--- src/hdl/ats_pkg.sv ---
// ----------------------------------------------------------------------------
// ats_pkg
// Shared types, constants and helpers for the article text statistics block.
// ----------------------------------------------------------------------------
package ats_pkg;

  localparam int CNT_W    = 32;
  localparam int OUT_W    = 32;
  localparam int Q_DEPTH  = 4;
  localparam int Q_AW     = $clog2(Q_DEPTH);

  localparam logic [7:0] CH_NL   = 8'h0A;
  localparam logic [7:0] CH_HASH = 8'h23;
  localparam logic [7:0] CH_DOT  = 8'h2E;
  localparam logic [2:0] LEN_MAX = 3'd5;
  localparam logic [2:0] MARK_LEN = 3'd4;

  typedef struct packed {
    logic [7:0] text_byte;
    logic       close_line;
  } in_t;

  typedef struct packed {
    logic [OUT_W-1:0] letter_count;
    logic [OUT_W-1:0] word_count;
    logic [OUT_W-1:0] sentence_count;
    logic [OUT_W-1:0] paragraph_count;
  } out_t;

  // classified byte
  typedef struct packed {
    logic take;    // byte is not a newline
    logic eol;     // line ends after this transfer
    logic digit;
    logic alpha;
    logic space;
    logic period;
    logic hash;
  } tok_t;

  typedef logic [CNT_W-1:0] cnt_t;

  function automatic cnt_t sat_inc(input cnt_t v, input logic [1:0] amt);
    logic [CNT_W:0] s;
    s = {1'b0, v} + (CNT_W+1)'(amt);
    return s[CNT_W] ? {CNT_W{1'b1}} : s[CNT_W-1:0];
  endfunction

  function automatic logic [OUT_W-1:0] out_val(input cnt_t v);
    logic [63:0] w;
    w = 64'(v);
    return (w > 64'(32'hFFFF_FFFF)) ? {OUT_W{1'b1}} : w[OUT_W-1:0];
  endfunction

endpackage

--- src/hdl/article_text_statistics.sv ---
// ----------------------------------------------------------------------------
// article_text_statistics
// Per-article letter, word, sentence and paragraph counts over a byte stream.
// ----------------------------------------------------------------------------
// Throughput: one byte per cycle unless a stalled result fills the queue; the
//   back stage updates all counters at once. The closing line's last byte
//   passes the front token register, token queue and result register.
// Reset: synchronous, active low; clears header/article/line state and counts.
// ----------------------------------------------------------------------------
module article_text_statistics import ats_pkg::*; (
  input  logic clk,
  input  logic rst_n,
  input  logic in_valid,
  output logic in_stall,
  input  in_t  in_data,
  output logic out_valid,
  input  logic out_stall,
  output out_t out_data
);

  logic q_push, q_full, q_pop, q_valid;
  tok_t push_tok, q_tok;

  ats_front u_front (
    .clk      (clk),
    .rst_n    (rst_n),
    .in_valid (in_valid),
    .in_stall (in_stall),
    .in_data  (in_data),
    .q_push   (q_push),
    .q_tok    (push_tok),
    .q_full   (q_full)
  );

  ats_queue u_queue (
    .clk      (clk),
    .rst_n    (rst_n),
    .push     (q_push),
    .push_tok (push_tok),
    .full     (q_full),
    .pop      (q_pop),
    .q_valid  (q_valid),
    .q_tok    (q_tok)
  );

  ats_back u_back (
    .clk       (clk),
    .rst_n     (rst_n),
    .q_valid   (q_valid),
    .q_tok     (q_tok),
    .q_pop     (q_pop),
    .out_valid (out_valid),
    .out_stall (out_stall),
    .out_data  (out_data)
  );

endmodule

--- src/hdl/ats_front.sv ---
// ----------------------------------------------------------------------------
// ats_front
// Input stage: accepts bytes, classifies them into tokens for the queue.
// ----------------------------------------------------------------------------
module ats_front import ats_pkg::*; (
  input  logic clk,
  input  logic rst_n,
  input  logic in_valid,
  output logic in_stall,
  input  in_t  in_data,
  output logic q_push,
  output tok_t q_tok,
  input  logic q_full
);

  tok_t tok_r, tok_nxt;
  logic vld_r, vld_nxt;
  logic load;

  assign q_push   = vld_r && !q_full;
  assign in_stall = vld_r && q_full;
  assign load     = in_valid && !in_stall;
  assign q_tok    = tok_r;

  always_comb begin
    tok_nxt.take   = in_data.text_byte != CH_NL;
    tok_nxt.eol    = (in_data.text_byte == CH_NL) || in_data.close_line;
    tok_nxt.digit  = (in_data.text_byte >= 8'h30) && (in_data.text_byte <= 8'h39);
    tok_nxt.alpha  = ((in_data.text_byte >= 8'h41) && (in_data.text_byte <= 8'h5A)) ||
                     ((in_data.text_byte >= 8'h61) && (in_data.text_byte <= 8'h7A));
    tok_nxt.space  = (in_data.text_byte == 8'h20) ||
                     ((in_data.text_byte >= 8'h09) && (in_data.text_byte <= 8'h0D));
    tok_nxt.period = in_data.text_byte == CH_DOT;
    tok_nxt.hash   = in_data.text_byte == CH_HASH;
    vld_nxt        = load || (vld_r && q_full);
  end

  always_ff @(posedge clk) begin
    if (!rst_n) begin
      vld_r <= 1'b0;
    end else begin
      vld_r <= vld_nxt;
    end
    if (load) begin
      tok_r <= tok_nxt;
    end
  end

endmodule

--- src/hdl/ats_queue.sv ---
// ----------------------------------------------------------------------------
// ats_queue
// Small token FIFO between the front and back stages.
// ----------------------------------------------------------------------------
module ats_queue import ats_pkg::*; (
  input  logic clk,
  input  logic rst_n,
  input  logic push,
  input  tok_t push_tok,
  output logic full,
  input  logic pop,
  output logic q_valid,
  output tok_t q_tok
);

  tok_t            mem [Q_DEPTH];
  logic [Q_AW-1:0] wr_ptr_r, rd_ptr_r;
  logic [Q_AW:0]   cnt_r, cnt_nxt;

  assign full    = cnt_r == (Q_AW+1)'(Q_DEPTH);
  assign q_valid = cnt_r != '0;
  assign q_tok   = mem[rd_ptr_r];

  always_comb begin
    cnt_nxt = cnt_r;
    if (push && !pop) begin
      cnt_nxt = cnt_r + 1'b1;
    end else if (pop && !push) begin
      cnt_nxt = cnt_r - 1'b1;
    end
  end

  always_ff @(posedge clk) begin
    if (!rst_n) begin
      wr_ptr_r <= '0;
      rd_ptr_r <= '0;
      cnt_r    <= '0;
    end else begin
      cnt_r <= cnt_nxt;
      if (push) begin
        wr_ptr_r <= wr_ptr_r + 1'b1;
      end
      if (pop) begin
        rd_ptr_r <= rd_ptr_r + 1'b1;
      end
    end
    if (push) begin
      mem[wr_ptr_r] <= push_tok;
    end
  end

endmodule

--- src/hdl/ats_back.sv ---
// ----------------------------------------------------------------------------
// ats_back
// Execution stage: line and article state, saturating counters, result reg.
// ----------------------------------------------------------------------------
module ats_back import ats_pkg::*; (
  input  logic clk,
  input  logic rst_n,
  input  logic q_valid,
  input  tok_t q_tok,
  output logic q_pop,
  output logic out_valid,
  input  logic out_stall,
  output out_t out_data
);

  logic header_r, header_nxt;
  logic inside_r, inside_nxt;
  logic [2:0] len_r, len_nxt;
  logic hash_r, hash_nxt;
  logic nonsp_r, nonsp_nxt;
  cnt_t lwords_r, lwords_nxt;
  logic lsp_r, lsp_nxt;
  logic ldig_r, ldig_nxt;
  logic pp_r, pp_nxt;
  logic pad_r, pad_nxt;
  cnt_t letters_r, letters_nxt;
  cnt_t words_r, words_nxt;
  cnt_t sent_r, sent_nxt;
  cnt_t para_r, para_nxt;
  logic content_r, content_nxt;
  logic out_valid_r, out_valid_nxt;
  out_t out_data_r, out_data_nxt;

  logic in_take, alnum, sent_a1, pp1, pad1, content1, word_start, nonsp1, hash1, mark;
  logic art_eol, close_art, body_eol, para_inc, emit;
  logic [2:0] len1;
  logic [1:0] sent_amt;
  cnt_t letters1, sent1, para1, lwords1;
  logic [CNT_W:0] wsum;

  always_comb begin
    alnum      = q_tok.digit || q_tok.alpha;
    in_take    = q_tok.take && inside_r;
    sent_a1    = in_take && pp_r && !(pad_r && q_tok.digit);
    pp1        = in_take ? q_tok.period : pp_r;
    pad1       = (in_take && q_tok.period) ? ldig_r : pad_r;
    content1   = content_r || (in_take && alnum);
    letters1   = (in_take && alnum) ? sat_inc(letters_r, 2'd1) : letters_r;
    word_start = q_tok.take && !q_tok.space && lsp_r;
    lwords1    = word_start ? sat_inc(lwords_r, 2'd1) : lwords_r;
    nonsp1     = nonsp_r || (q_tok.take && !q_tok.space);
    len1       = (q_tok.take && len_r < LEN_MAX) ? len_r + 3'd1 : len_r;
    hash1      = hash_r && !(q_tok.take && !q_tok.hash);
    mark       = (len1 == MARK_LEN) && hash1;
    art_eol    = q_tok.eol && header_r && inside_r;
    close_art  = art_eol && mark;
    body_eol   = art_eol && !mark;
    sent_amt   = {1'b0, sent_a1} + {1'b0, body_eol && pp1};
    sent1      = sat_inc(sent_r, sent_amt);
    para_inc   = close_art ? content1 : (body_eol && !nonsp1 && content1);
    para1      = sat_inc(para_r, {1'b0, para_inc});
    wsum       = {1'b0, words_r} + {1'b0, lwords_r} + (CNT_W+1)'(word_start);
    emit       = close_art;
    q_pop      = q_valid && (!emit || !out_valid_r || !out_stall);

    header_nxt    = header_r;
    inside_nxt    = inside_r;
    len_nxt       = len_r;
    hash_nxt      = hash_r;
    nonsp_nxt     = nonsp_r;
    lwords_nxt    = lwords_r;
    lsp_nxt       = lsp_r;
    ldig_nxt      = ldig_r;
    pp_nxt        = pp_r;
    pad_nxt       = pad_r;
    letters_nxt   = letters_r;
    words_nxt     = words_r;
    sent_nxt      = sent_r;
    para_nxt      = para_r;
    content_nxt   = content_r;
    out_data_nxt  = out_data_r;
    out_valid_nxt = out_valid_r && out_stall;

    if (q_pop) begin
      letters_nxt = letters1;
      sent_nxt    = sent1;
      para_nxt    = para1;
      content_nxt = content1;
      if (q_tok.eol) begin
        header_nxt = 1'b1;
        if (header_r && !inside_r && mark) begin
          inside_nxt = 1'b1;
        end
        len_nxt    = '0;
        hash_nxt   = 1'b1;
        nonsp_nxt  = 1'b0;
        lwords_nxt = '0;
        lsp_nxt    = 1'b1;
        ldig_nxt   = 1'b0;
        pp_nxt     = 1'b0;
        pad_nxt    = 1'b0;
      end else begin
        len_nxt    = len1;
        hash_nxt   = hash1;
        nonsp_nxt  = nonsp1;
        lwords_nxt = lwords1;
        lsp_nxt    = q_tok.space;
        ldig_nxt   = q_tok.digit;
        pp_nxt     = pp1;
        pad_nxt    = pad1;
      end
      if (body_eol) begin
        words_nxt = wsum[CNT_W] ? {CNT_W{1'b1}} : wsum[CNT_W-1:0];
        if (!nonsp1 && content1) begin
          content_nxt = 1'b0;
        end
      end
      if (close_art) begin
        inside_nxt                   = 1'b0;
        out_data_nxt.letter_count    = out_val(letters1);
        out_data_nxt.word_count      = out_val(words_r);
        out_data_nxt.sentence_count  = out_val(sent1);
        out_data_nxt.paragraph_count = out_val(para1);
        out_valid_nxt                = 1'b1;
        letters_nxt                  = '0;
        words_nxt                    = '0;
        sent_nxt                     = '0;
        para_nxt                     = '0;
        content_nxt                  = 1'b0;
      end
    end
  end

  always_ff @(posedge clk) begin
    if (!rst_n) begin
      header_r    <= 1'b0;
      inside_r    <= 1'b0;
      len_r       <= '0;
      hash_r      <= 1'b1;
      nonsp_r     <= 1'b0;
      lwords_r    <= '0;
      lsp_r       <= 1'b1;
      ldig_r      <= 1'b0;
      pp_r        <= 1'b0;
      pad_r       <= 1'b0;
      letters_r   <= '0;
      words_r     <= '0;
      sent_r      <= '0;
      para_r      <= '0;
      content_r   <= 1'b0;
      out_valid_r <= 1'b0;
    end else begin
      header_r    <= header_nxt;
      inside_r    <= inside_nxt;
      len_r       <= len_nxt;
      hash_r      <= hash_nxt;
      nonsp_r     <= nonsp_nxt;
      lwords_r    <= lwords_nxt;
      lsp_r       <= lsp_nxt;
      ldig_r      <= ldig_nxt;
      pp_r        <= pp_nxt;
      pad_r       <= pad_nxt;
      letters_r   <= letters_nxt;
      words_r     <= words_nxt;
      sent_r      <= sent_nxt;
      para_r      <= para_nxt;
      content_r   <= content_nxt;
      out_valid_r <= out_valid_nxt;
    end
    out_data_r <= out_data_nxt;
  end

  assign out_valid = out_valid_r;
  assign out_data  = out_data_r;

  a_emit_loads: assert property (@(posedge clk) disable iff (!rst_n)
    (q_pop && emit) |=> out_valid_r)
    else $error("closing line did not load result register");

  a_hdr_first: assert property (@(posedge clk) disable iff (!rst_n)
    inside_r |-> header_r)
    else $error("article open before header line");

  a_len_sat: assert property (@(posedge clk) disable iff (!rst_n)
    len_r <= LEN_MAX)
    else $error("line length above saturation");

  a_pp_inside: assert property (@(posedge clk) disable iff (!rst_n)
    pp_r |-> inside_r)
    else $error("period pending outside article");

endmodule

--- config.mk ---
export PLATFORM = sky130hd
export DESIGN_NAME = article_text_statistics
export DESIGN_NICKNAME = d
export VERILOG_FILES = /design/src/hdl/ats_pkg.sv /design/src/hdl/article_text_statistics.sv /design/src/hdl/ats_front.sv /design/src/hdl/ats_queue.sv /design/src/hdl/ats_back.sv
export SDC_FILE = /design/constraint.sdc
export NUM_CORES = 1
export LEC_CHECK = 0
export BUFFER_PORTS_ARGS = -buffer_cell sky130_fd_sc_hd__buf_2
export CORE_ASPECT_RATIO = 1.1
export CORE_UTILIZATION = 60
export CTS_CLUSTER_DIAMETER = 40
export DETAILED_ROUTE_END_ITERATION = 12
export HOLD_SLACK_MARGIN = 0.12
export PLACE_DENSITY = 0.87
export SYNTH_ARGS = -nofsm -noshare
export SYNTH_HDL_FRONTEND = slang
export SYNTH_SLANG_ARGS = --single-unit
--- constraint.sdc ---
create_clock -name clk -period 9.76 [get_ports clk]
set_input_delay 0 -clock clk [delete_from_list [all_inputs] [get_ports clk]]
set_output_delay 0 -clock clk [all_outputs]
set_load 0.05 [all_outputs]
# == Yosys cells after proc, flatten, opt, wreduce, memory -nomap -nowiden ==
# Memories as Yosys holds them, arrays and structs flattened. A register that Yosys moved wholly into a read port is not among the register bits.
# Cells that the tools add are included.
# totals
ff_bits,316
in_bits,13
memories,1
out_inout_bits,130
ram_bits,28
elab_cells,167
# mem_list
memory,depth,width,rd,rd_ports_with_merged_regs,wr,line,rtl
u_queue.mem,4,7,1,1,1,ats_queue.sv:16,tok_t mem [Q_DEPTH];
# classes
n_eq_ne,7
mux,38
reduce_logical,69
n_addsub,12
order_cmp,9
# op_table
cell,count
$mux 32,13
$add 32x1->33 const B,2
$add 32x1->33,1
$add 32x2->33,1
$add 32x32->33,1
$add 33x1->33,1
$logic_and 1x1->1,33
$eq 8x6->1 const B,3
$mux 1,19
$ge 8x7->1 const B,2
$le 8x7->1 const B,2
$logic_not 1->1,14
$mux 3,4
$reduce_bool 2->1,6
$reduce_and 2->1,5
$logic_or 1x1->1,9
$eq 8x4->1 const B,1
$ge 8x4->1 const B,1
$ge 8x6->1 const B,1
$le 8x4->1 const B,1
$le 8x6->1 const B,1
$ne 8x4->1 const B,1
$add 3x1->3 const B,2
$eq 3x3->1 const B,2
7 further kinds,9

# == Logic depth before layout (Yosys ltp) ==
# Gate-level depths: netlist of run 1.
# depth
depth_word,13
ltp_mapped,19
ltp_nobuf,16

# == Cells and area by module ==
# A second synthesis of run 1 with hierarchy kept.
# hier_totals
cells_unflattened,1717
area_unflattened_um2,17023.8
# modules_own_cells
mod,cells_each,area_per_inst_um2,n_inst
ats_back,1603,15147.0,1
ats_queue,80,1460.2,1
ats_front,34,416.6,1

# == Least setup slack after synthesis of run 1 ==
# OpenSTA, ideal clock, no wires.
# synth_path
path_type,register to register
start,register with a tool-made name
end,register u_back.out_data_r (netlist bit u_back.out_data[0]) (enable)
required_time_ns,9.143
setup_ns,0.617
path_stages_with_launch,11
slack_ns,1.803
arrival_time_ns,7.339
cell_sequence,dfxtp_1 > buf_6 > mux4_2 > and3_1 > clkbuf_1 > nand3_1 > o21a_2 > inv_4 > buf_4 > buf_6 > nor2_1
# synth_lines
element,line,rtl
end signal: assignment,ats_back.sv:170,out_data_r <= out_data_nxt;
end: declaration,ats_back.sv:32,"out_t out_data_r, out_data_nxt;"

==> flow_metrics.env, run 1 <==
export IMPL_grt_antenna_before_repair=0
export IMPL_grt_usage=0.2731
export IMPL_first_global_vias=13208
export IMPL_path_delay_family="simple AND/OR/NAND/NOR gates"
export IMPL_r2r_end="u_back.para_r[4]"
export IMPL_critPathMaxStageDelay_ps=740
export IMPL_run_status="completed"
export IMPL_final_cell_count_no_fill=2280
export IMPL_route_vias_total=14198
export IMPL_die_area_mm2=0.02909
export IMPL_totalWireLength_um=40610
export IMPL_htree_num_levels=2
export IMPL_timing_hold_worst_class="input pin to flip-flop"
export IMPL_coreArea_mm2=0.02787
export IMPL_avgViaCountPerCell=6.227
export IMPL_synth_area_top_cells="edfxtp_1 29%, dfxtp_1 21%, nand2_1 4.6%, o21ai_0 3.9%, nor2_1 3.7%"
export IMPL_finalMaxSlewViolations=0
export IMPL_worst_setup_path_type="flip-flop to flip-flop"
export IMPL_ant_nets=0
export IMPL_drt_wirelength_per_cell_um=17.81
export IMPL_hold_violations=0
export IMPL_yosysMostFrequentCell="nand2_1"
export IMPL_synth_cell_area_mm2=0.01705
export IMPL_postSynthCellCount=1774
export IMPL_synth_lib_cells_used_distinct=82
export IMPL_final_period_utilization=0.5813
export IMPL_pre_cts_slack_ps=4151
export IMPL_netlist_top_cell_by_area="edfxtp_1"
export IMPL_multi_input_comb_area_mm2=0.007869
export IMPL_cts_resized=0
export IMPL_static_leakage_power_nw=7.629
export IMPL_drt_pass1_iter_count=5
export IMPL_synth_fp_nets=1833
export IMPL_clk_path_buf_depth=3
export IMPL_port_buffers=142
export IMPL_number_of_placed_i_o_pins=143
export IMPL_grt_max_degree=105
export IMPL_globalRoute_totalOverflow=0
export IMPL_setup_slack_ps=4086
export IMPL_synth_largest_type_area_fraction=0.2872
export IMPL_rows=64
export IMPL_post_route_cells_drive_above_1_share=0.1372
export IMPL_cp_data_arrival_time_ps=6140
export IMPL_place_detailed_instances=2186
export IMPL_floorplan_die_height_um=178.8
export IMPL_crit_buf_inv=0
export IMPL_timing_reg2reg_worst_path_depth=14
export IMPL_rsz0062_at_grt="no"
export IMPL_cts_inserted_buffers=40
export IMPL_cpMaxStageDelayCell="nand2_1"
export IMPL_postCtsSetupRepairBufs=0
export IMPL_worst_path_max_fanout=30
export IMPL_grt_pass1_wl_um=64820
export IMPL_synthTopCellsByCount="209 x nand2_1, 183 x dfxtp_1, 166 x nor2_1"
export IMPL_setup_violations=0
export IMPL_place_gp_congestion=0.9254
export IMPL_tritoncts_clock_tree="done"
export IMPL_timing_critical_path_to_type="flip-flop"
export IMPL_cts_sink_count=346
export IMPL_cap_violations=0
export IMPL_fp_dieW_um=162.7
export IMPL_cts_root_buf="clkbuf_16"
export IMPL_synth_enable_flop_cells=163
export IMPL_post_synth_cell_area_avg_um2=9.608
export IMPL_synth_sequential_area_ratio=0.5021
export IMPL_worst_slew_margin=0.2012
export IMPL_finalSetupTns_ps=0
export IMPL_synthFlopType="dfxtp_1"
export IMPL_timing_critical_path_required_ps=10220
export IMPL_area_growth_from_synthesis_to_layout_pct=13.61
export IMPL_worstSetupEndpoint="u_back.para_r[4]"
export IMPL_worstSetupStartpointType="flip-flop"
export IMPL_sequential_cell_area_mm2=0.008558
export IMPL_power_per_cell_area_mw_per_mm2=277.2
export IMPL_nets=1944
export IMPL_diodes=0
export IMPL_clock_skew_ps=21.19
export IMPL_cp_depth=14
export IMPL_detailed_placement_wirelength_estimate_um=26080
export IMPL_r2r_slack_ps=4090
export IMPL_floorplan_initialDensity=0.6117
export IMPL_async_reset_ff_frac=0
export IMPL_detailedRoute_firstIterationViolations=1510
export IMPL_max_rail_drop_vdd_mv=0.2465
export IMPL_finalWorstPathRequiredPeriod_ps=5674
export IMPL_timing_fmax_ghz=0.1762
export IMPL_clkLatencyLatePin_ps=540
export IMPL_drc=0
export IMPL_crit_path_cell_trace="mux4_2 > a21oi_1 > o32a_4 > o21ai_0 > nor2_1 > ha_1 > nand2_1 > nor4_2 > nor2b_1 > nor2b_1 > nand2_1 > o21ai_0 > a22oi_1 > nor2_1"
export IMPL_fill_cells=2038
export IMPL_worst_slew_pin_slew_ps=1198
export IMPL_yosysWarningCount=0
export IMPL_path_clk_slew_ps=60
export IMPL_ys_seq_elements=346
cells by family (layout without fill, tap and decap cells):
family / Yosys count / in the layout / synth area share
AOI/OAI and AO/OA: 471 / 471 / 0.1750
xor gates and xnor gates: 86 / 86 / 0.04419
adders and majority gates: 46 / 46 / 0.03553
buffers and inverters: 138 / 281 / 0.03670
DFF: 346 / 346 / 0.5021
muxes: 19 / 19 / 0.01688
and+or+nand+nor: 668 / 668 / 0.1896
what timing repair did:
action / CTS / global route
endpoints found under the setup margin: 0 / 0
endpoints found under the hold margin: 44 / 0
hold buffers: 20 / 0
worst min-delay path, stage by stage:
cell and delay [ps]:
dlygate4sd3_1 520, buf_2 100, nor2_1 40, nor2_1 60
area by class of cell:
type | count | area share
flip-flops and latches | 346 | 0.4419
multi-input cells | 1290 | 0.4063
clock buffers | 55 | 0.05886
repair buffers | 170 | 0.05079
well taps | 363 | 0.02345
clock inverters | 19 | 0.01124
inverters | 37 | 0.007366
sequential cells by signal, indices dropped and copies added (netlist names), 2 cells and up, named ones only:
signal and count:
u_back.len_r 3, u_back.para_r 32, u_queue.rd_ptr_r 2, u_front.q_tok 7, u_queue.wr_ptr_r 2, u_back.letters_r 32
u_queue.mem 28, u_back.sent_r 32, u_back.lwords_r 32, u_queue.cnt_r 3, u_back.words_r 32, u_back.out_data 128
metal layers:
metal | wire [um] | track usage | vias to the layer above
met4 | 980 | 0.09463 | 0
met2 | 19650 | 0.4652 | 572
li1 | - | - | 6710
met1 | 17260 | 0.3583 | 6826
met5 | 0 | 0 | -
met3 | 2722 | 0.03447 | 90
cells in the final DEF, fill, tap and decap left out, types with 12 or more instances in the layout:
master	n
nand2_1	209
xor2_1	42
clkbuf_16	42
nor2b_1	16
a21o_1	21
a22o_1	16
dlygate4sd3_1	20
a21oi_1	120
o21ai_0	132
a31oi_1	21
nand2b_1	12
nor3_1	29
and3_1	31
a22oi_1	56
buf_2	142
nand4_1	30
dfxtp_1	183
nor2_1	165
xnor2_1	44
o21a_1	14
edfxtp_1	163
nand3_1	69
ha_1	42
and4_1	18
and2_1	24
or3_1	23
inv_1	35
through the flow:
step	cell area [um^2]	total power [mW]	hold slack, ps	utilization
finish	19360	5.368	228.5	0.6949
global route	19360	5.553	255.9	0.6949
global placement	17810	3.821	221.7	0.6390
detailed placement	17810	3.859	230.0	0.6390
CTS	19360	5.372	224.0	0.6949
floorplan	17050	3.512	120.7	-
power by group:
group | switching, mW | internal [mW]
sequential | 0.118 | 1.88
combinational | 1.52 | 0.333
clock | 0.608 | 0.911
total | 2.25 | 3.12
how the worst min path moves through the flow:
stage	start	end	slack (ps)	depth (start not counted)
3_3_place_gp	in_valid	u_front.vld_r	220	3
4_1_cts	in_valid	u_front.vld_r	220	4
5_1_grt	in_valid	u_front.vld_r	260	4
6_report	in_valid	u_front.vld_r	230	4
3_5_place_dp	in_valid	u_front.vld_r	230	3
2_1_floorplan	in_valid	u_front.vld_r	120	2
(Power assumes the default switching activity.)
==> run 2, diff against run 1 <==
Settings changed: CORE_UTILIZATION 60 to 54, PLACE_DENSITY 0.87 to 0.83.
Clock period 9.76 ns to 4.95 ns, I/O delays scaled along.
==> flow_metrics.env, run 2 (synthesis gave the netlist of run 1 again) <==
export IMPL_area_growth_from_synthesis_to_layout_pct=14.32
export IMPL_grt_antenna_before_repair=0
export IMPL_grt_max_degree=94
export IMPL_post_route_cells_drive_above_1_share=0.1453
export IMPL_postCtsSetupRepairBufs=0
export IMPL_nets=1952
export IMPL_rsz0062_at_grt="no"
export IMPL_setup_violations=0
export IMPL_path_clk_slew_ps=60
export IMPL_cp_data_arrival_time_ps=5020
export IMPL_totalWireLength_um=40400
export IMPL_place_detailed_instances=2245
export IMPL_place_gp_congestion=0.9157
export IMPL_hold_violations=0
export IMPL_drt_wirelength_per_cell_um=17.26
export IMPL_fp_dieW_um=171.4
export IMPL_run_status="completed"
export IMPL_number_of_placed_i_o_pins=143
export IMPL_finalSetupTns_ps=0
export IMPL_end_of_flow_core_utilization=0.6334
export IMPL_final_period_utilization=0.9181
export IMPL_coreArea_mm2=0.03077
export IMPL_clk_path_buf_depth=3
export IMPL_drt_pass1_iter_count=5
export IMPL_port_buffers=142
export IMPL_mostFrequentLayoutCells="209 x nand2_1, 182 x dfxtp_1, 165 x nor2_1"
export IMPL_die_area_mm2=0.03228
export IMPL_layout_cells_most_common="nand2_1"
export IMPL_timing_critical_path_to_type="flip-flop"
export IMPL_final_cell_count_no_fill=2341
export IMPL_clkLatencyLatePin_ps=550
export IMPL_worstSetupStartpointType="flip-flop"
export IMPL_worst_slew_pin_slew_ps=1093
export IMPL_worst_setup_path_type="flip-flop to flip-flop"
export IMPL_drc=0
export IMPL_clock_skew_ps=25.41
export IMPL_diodes=0
export IMPL_timing_fmax_ghz=0.2200
export IMPL_ant_nets=0
export IMPL_static_leakage_power_nw=7.651
export IMPL_largest_register_ff_count=128
export IMPL_cts_inserted_buffers=42
export IMPL_htree_num_levels=2
export IMPL_first_global_vias=13215
export IMPL_tritoncts_clock_tree="done"
export IMPL_cap_violations=0
export IMPL_grt_pass1_wl_um=65230
export IMPL_total_power_mw=10.57
export IMPL_grt_usage=0.2481
export IMPL_finalWorstPathRequiredPeriod_ps=4545
export IMPL_max_rail_drop_vdd_mv=0.4353
export IMPL_r2r_slack_ps=410
export IMPL_detailed_placement_wirelength_estimate_um=26740
export IMPL_floorplan_die_height_um=188.3
export IMPL_rows=67
export IMPL_cts_sink_count=346
export IMPL_worst_slew_margin=0.2666
export IMPL_globalRoute_totalOverflow=0
export IMPL_cts_root_buf="clkbuf_16"
export IMPL_avgViaCountPerCell=6.012
export IMPL_hold_worst_slack_ps=213.6
export IMPL_floorplan_initialDensity=0.5540
export IMPL_finalMaxSlewViolations=0
export IMPL_route_vias_total=14074
export IMPL_detailedRoute_firstIterationViolations=1064
export IMPL_power_per_cell_area_mw_per_mm2=542.4
export IMPL_worst_path_max_fanout=20
export IMPL_timing_critical_path_required_ps=5420
export IMPL_timing_hold_worst_class="input pin to flip-flop"
run 2: cell types whose count changed in the layout (fill, tap and decap cells not counted), moves of 2 or more:
| cell | delta |
|---|---|
| buf_4 | +9 |
| bufinv_16 | -2 |
| clkbuf_1 | -5 |
| clkbuf_8 | -2 |
| clkinv_8 | +2 |
| clkinvlp_4 | +6 |
| dlygate4sd3_1 | -2 |
run 2: path summary, 6_finish.rpt:
| path | from | to | depth (start not counted) |
|---|---|---|---|
| worst max register to register | flip-flop | u_back.sent_r[21] | 15 |
| worst min register to register | u_back.lsp_r | u_back.lsp_r | 2 |
| worst max-delay path | flip-flop | u_back.sent_r[21] | 15 |
| worst min-delay path | in_valid | u_front.vld_r | 4 |
run 2: metal layers:
layer	global-route usage	vias up	share of wire	wire length (um)
li1	-	6722	-	-
met5	0	-	0	0
met3	0.03466	79	0.056	2266
met4	0.09753	0	0.026	1066
met1	0.3255	6780	0.43	17560
met2	0.4123	493	0.48	19500
run 2: worst max-delay path, stage by stage (launching register included):
cell and delay, ps:
dfxtp_2 440, mux4_2 630, nor4bb_1 210, o32ai_2 330, nand3_1 160, fa_1 400, inv_1 70, ha_1 230
and4_1 320, nand4_1 130, or2_2 310, or3_1 590, buf_4 310, nand3_1 110, a22oi_1 70, nor2_1 130
run 2: where the power goes:
part	switching (mW)	internal, mW
clock network	1.28	1.72
logic	3.01	0.657
registers	0.211	3.70
total	4.49	6.08
run 2: area by class of cell:
type / instances / area [um^2]
Fill cell: 2406 / 11280
Timing Repair Buffer: 176 / 1011
Tap cell: 414 / 518.0
Clock inverter: 29 / 267.8
Inverter: 37 / 142.6
Sequential cell: 346 / 8559
Clock buffer: 49 / 1119
Multi-Input combinational cell: 1290 / 7869
run 2: repair_timing:
action,in CTS,in global routing
hold buffers,18,0
endpoints found under the hold margin,48,0
setup endpoints to repair,0,14
resized for setup,0,1
run 2: through the flow:
step / instance area (um^2) / setup WS, ps
2_1_floorplan: 17050 / 605.9
3_3_place_gp: 17920 / 398.7
3_5_place_dp: 17920 / 299.7
6_report: 19490 / 405.2
4_1_cts: 19480 / 277.7
5_1_grt: 19490 / 28.20
==> run 3, diff against run 2 <==
Settings changed: SYNTH_HIERARCHICAL set to 1.
==> flow_metrics.env, run 3 <==
export IMPL_run_status="completed"
export IMPL_fill_cells=2420
export IMPL_rows=67
export IMPL_post_route_cells_drive_above_1_share=0.1449
export IMPL_synthTopCellsByCount="218 x nand2_1, 183 x dfxtp_1, 163 x edfxtp_1"
export IMPL_clkLatencyLatePin_ps=560
export IMPL_cpMaxStageDelayCell="mux4_2"
export IMPL_clk_path_buf_depth=3
export IMPL_number_of_placed_i_o_pins=143
export IMPL_fp_dieW_um=171.3
export IMPL_max_rail_drop_vdd_mv=0.2765
export IMPL_synthFlopType="dfxtp_1"
export IMPL_die_area_mm2=0.03224
export IMPL_clock_skew_ps=19.45
export IMPL_avgViaCountPerCell=5.934
export IMPL_crit_path_cell_trace="mux4_2 > nand3b_1 > a21boi_0 > o221ai_2 > nor3b_1 > fa_1 > ha_1 > and4_1 > nand2_1 > or3_1 > or2_1 > buf_4 > o21ai_0 > nand2_1 > a21boi_0"
export IMPL_grt_max_degree=129
export IMPL_yosysMostFrequentCell="nand2_1"
export IMPL_place_gp_congestion=0.8734
export IMPL_place_detailed_instances=2199
export IMPL_cap_violations=0
export IMPL_detailedRoute_firstIterationViolations=1137
export IMPL_grt_pass1_wl_um=62020
export IMPL_detailed_placement_wirelength_estimate_um=24870
export IMPL_first_global_vias=12759
export IMPL_final_cell_count_no_fill=2298
export IMPL_grt_usage=0.2354
export IMPL_ys_seq_elements=346
export IMPL_synth_sequential_area_ratio=0.5027
export IMPL_worst_setup_path_type="flip-flop to flip-flop"
export IMPL_netlist_top_cell_by_area="edfxtp_1"
export IMPL_cts_inserted_buffers=42
export IMPL_drt_pass1_iter_count=6
export IMPL_end_of_flow_core_utilization=0.6385
export IMPL_floorplan_die_height_um=188.2
export IMPL_layout_cells_most_common="nand2_1"
export IMPL_total_power_mw=7.362
export IMPL_mostFrequentLayoutCells="218 x nand2_1, 183 x dfxtp_1, 163 x edfxtp_1"
export IMPL_diodes=0
export IMPL_critPathMaxStageDelay_ps=650
export IMPL_synth_lib_cells_used_distinct=81
export IMPL_route_vias_total=13637
export IMPL_rsz0062_at_grt="no"
export IMPL_ant_nets=0
export IMPL_postSynthCellCount=1717
export IMPL_grt_antenna_before_repair=0
export IMPL_floorplan_initialDensity=0.5533
export IMPL_async_reset_ff_frac=0
export IMPL_timing_hold_worst_class="flip-flop to flip-flop"
export IMPL_worst_slew_pin_slew_ps=1081
export IMPL_finalSetupTns_ps=0
export IMPL_timing_critical_path_to_type="flip-flop"
export IMPL_hold_violations=0
export IMPL_final_period_utilization=0.9095
export IMPL_synth_largest_type_area_fraction=0.2875
export IMPL_synth_cell_area_mm2=0.01702
export IMPL_drc=0
export IMPL_timing_fmax_ghz=0.2221
export IMPL_synth_fp_nets=1776
export IMPL_post_synth_cell_area_avg_um2=9.915
export IMPL_synth_enable_flop_cells=163
export IMPL_totalWireLength_um=38270
export IMPL_largest_register_ff_count=128
export IMPL_cp_data_arrival_time_ps=4980
export IMPL_coreArea_mm2=0.03077
export IMPL_cts_root_buf="clkbuf_16"
export IMPL_finalMaxSlewViolations=0
export IMPL_htree_num_levels=2
export IMPL_finalWorstPathRequiredPeriod_ps=4502
export IMPL_timing_critical_path_required_ps=5430
export IMPL_area_growth_from_synthesis_to_layout_pct=15.39
export IMPL_path_delay_family="simple AND/OR/NAND/NOR gates"
export IMPL_postCtsSetupRepairBufs=0
export IMPL_worstSetupStartpointType="flip-flop"
export IMPL_port_buffers=142
export IMPL_synth_area_top_cells="edfxtp_1 29%, dfxtp_1 22%, nand2_1 4.8%, o21ai_0 4.1%, nor2b_1 3.4%"
export IMPL_worst_path_max_fanout=29
export IMPL_worst_slew_margin=0.2773
export IMPL_crit_buf_inv=1
export IMPL_path_clk_slew_ps=60
export IMPL_globalRoute_totalOverflow=0
export IMPL_setup_violations=0
export IMPL_hold_worst_slack_ps=459.7
export IMPL_cts_sink_count=346
export IMPL_drt_wirelength_per_cell_um=16.65
export IMPL_static_leakage_power_nw=7.219
export IMPL_nets=1909
export IMPL_yosysWarningCount=6
export IMPL_power_per_cell_area_mw_per_mm2=374.8
export IMPL_tritoncts_clock_tree="done"
export IMPL_cts_resized=0
## run 3: cell types whose count changed after synthesis, sizes merged, moves of 19 or more
cell	previous run	this run
buf	47	28
a21oi	121	80
a221o	0	21
nor2b	16	93
a21boi	5	25
nor2	169	72
## run 3: final cells by class
class,instances,area [um^2],area share
clock buffer,48,1084,0.05516
clock inverter,30,345.3,0.01758
multi-input combinational,1258,8004,0.4075
sequential,346,8558,0.4357
timing repair buffer,177,1041,0.05299
tap,414,518.0,0.02637
inverter,25,93.84,0.004777
## run 3: repair_timing
item                                    in CTS  in global routing
hold buffers                                21                  0
hold endpoints to repair                    65                  0
endpoints found under the setup margin       0                  0
## run 3: worst paths after layout
check / cells past startpoint / slack (ps) / startpoint / endpoint
worst max-delay path: 15 / 450 / flip-flop / u_back/sent_r[15]
worst min-delay path: 2 / 460 / u_back/ldig_r / u_back/ldig_r
worst max register to register: 15 / 450 / flip-flop / u_back/sent_r[15]
worst min register to register: 2 / 460 / u_back/ldig_r / u_back/ldig_r
## run 3: logic make-up after synthesis
logic type      synth area share
simple gates              0.1914
compound gates            0.1782
flops                     0.5027
buf+inv                  0.02852
xor+xnor                 0.04682
fa+ha+maj                0.03557
mux                      0.01683
## run 3: power breakdown
| part | total [mW] | internal, mW | switching [mW] |
|---|---|---|---|
| Sequential | 3.10 | 3.04 | 0.0605 |
| Combinational | 1.19 | 0.329 | 0.858 |
| Clock | 3.07 | 1.83 | 1.25 |
| Total | 7.36 | 5.20 | 2.16 |
## run 3: routing by layer
metal  global-route usage  up-vias  part of all wire
met1               0.2999     6508              0.42
met5                    0        -                 0
met2               0.4067      466              0.50
met3              0.03844       60             0.057
li1                     -     6603                 -
met4              0.07246        0             0.022
## run 3: stage by stage
step	area (um^2)	setup slack, ps
6_report	19640	447.9
5_1_grt	19640	55.59
4_1_cts	19640	453.6
3_5_place_dp	18000	501.6
3_3_place_gp	18000	672.4
2_1_floorplan	17030	579.6
## run 3: worst reg2reg max path, cell delays in order (launching register included)
cell and delay [ps]:
dfxtp_1 360, mux4_2 650, nand3b_1 130, a21boi_0 100
o221ai_2 390, nor3b_1 400, fa_1 280, ha_1 200
and4_1 320, nand2_1 140, or3_1 450, or2_1 320
buf_4 260, o21ai_0 120, nand2_1 80, a21boi_0 210
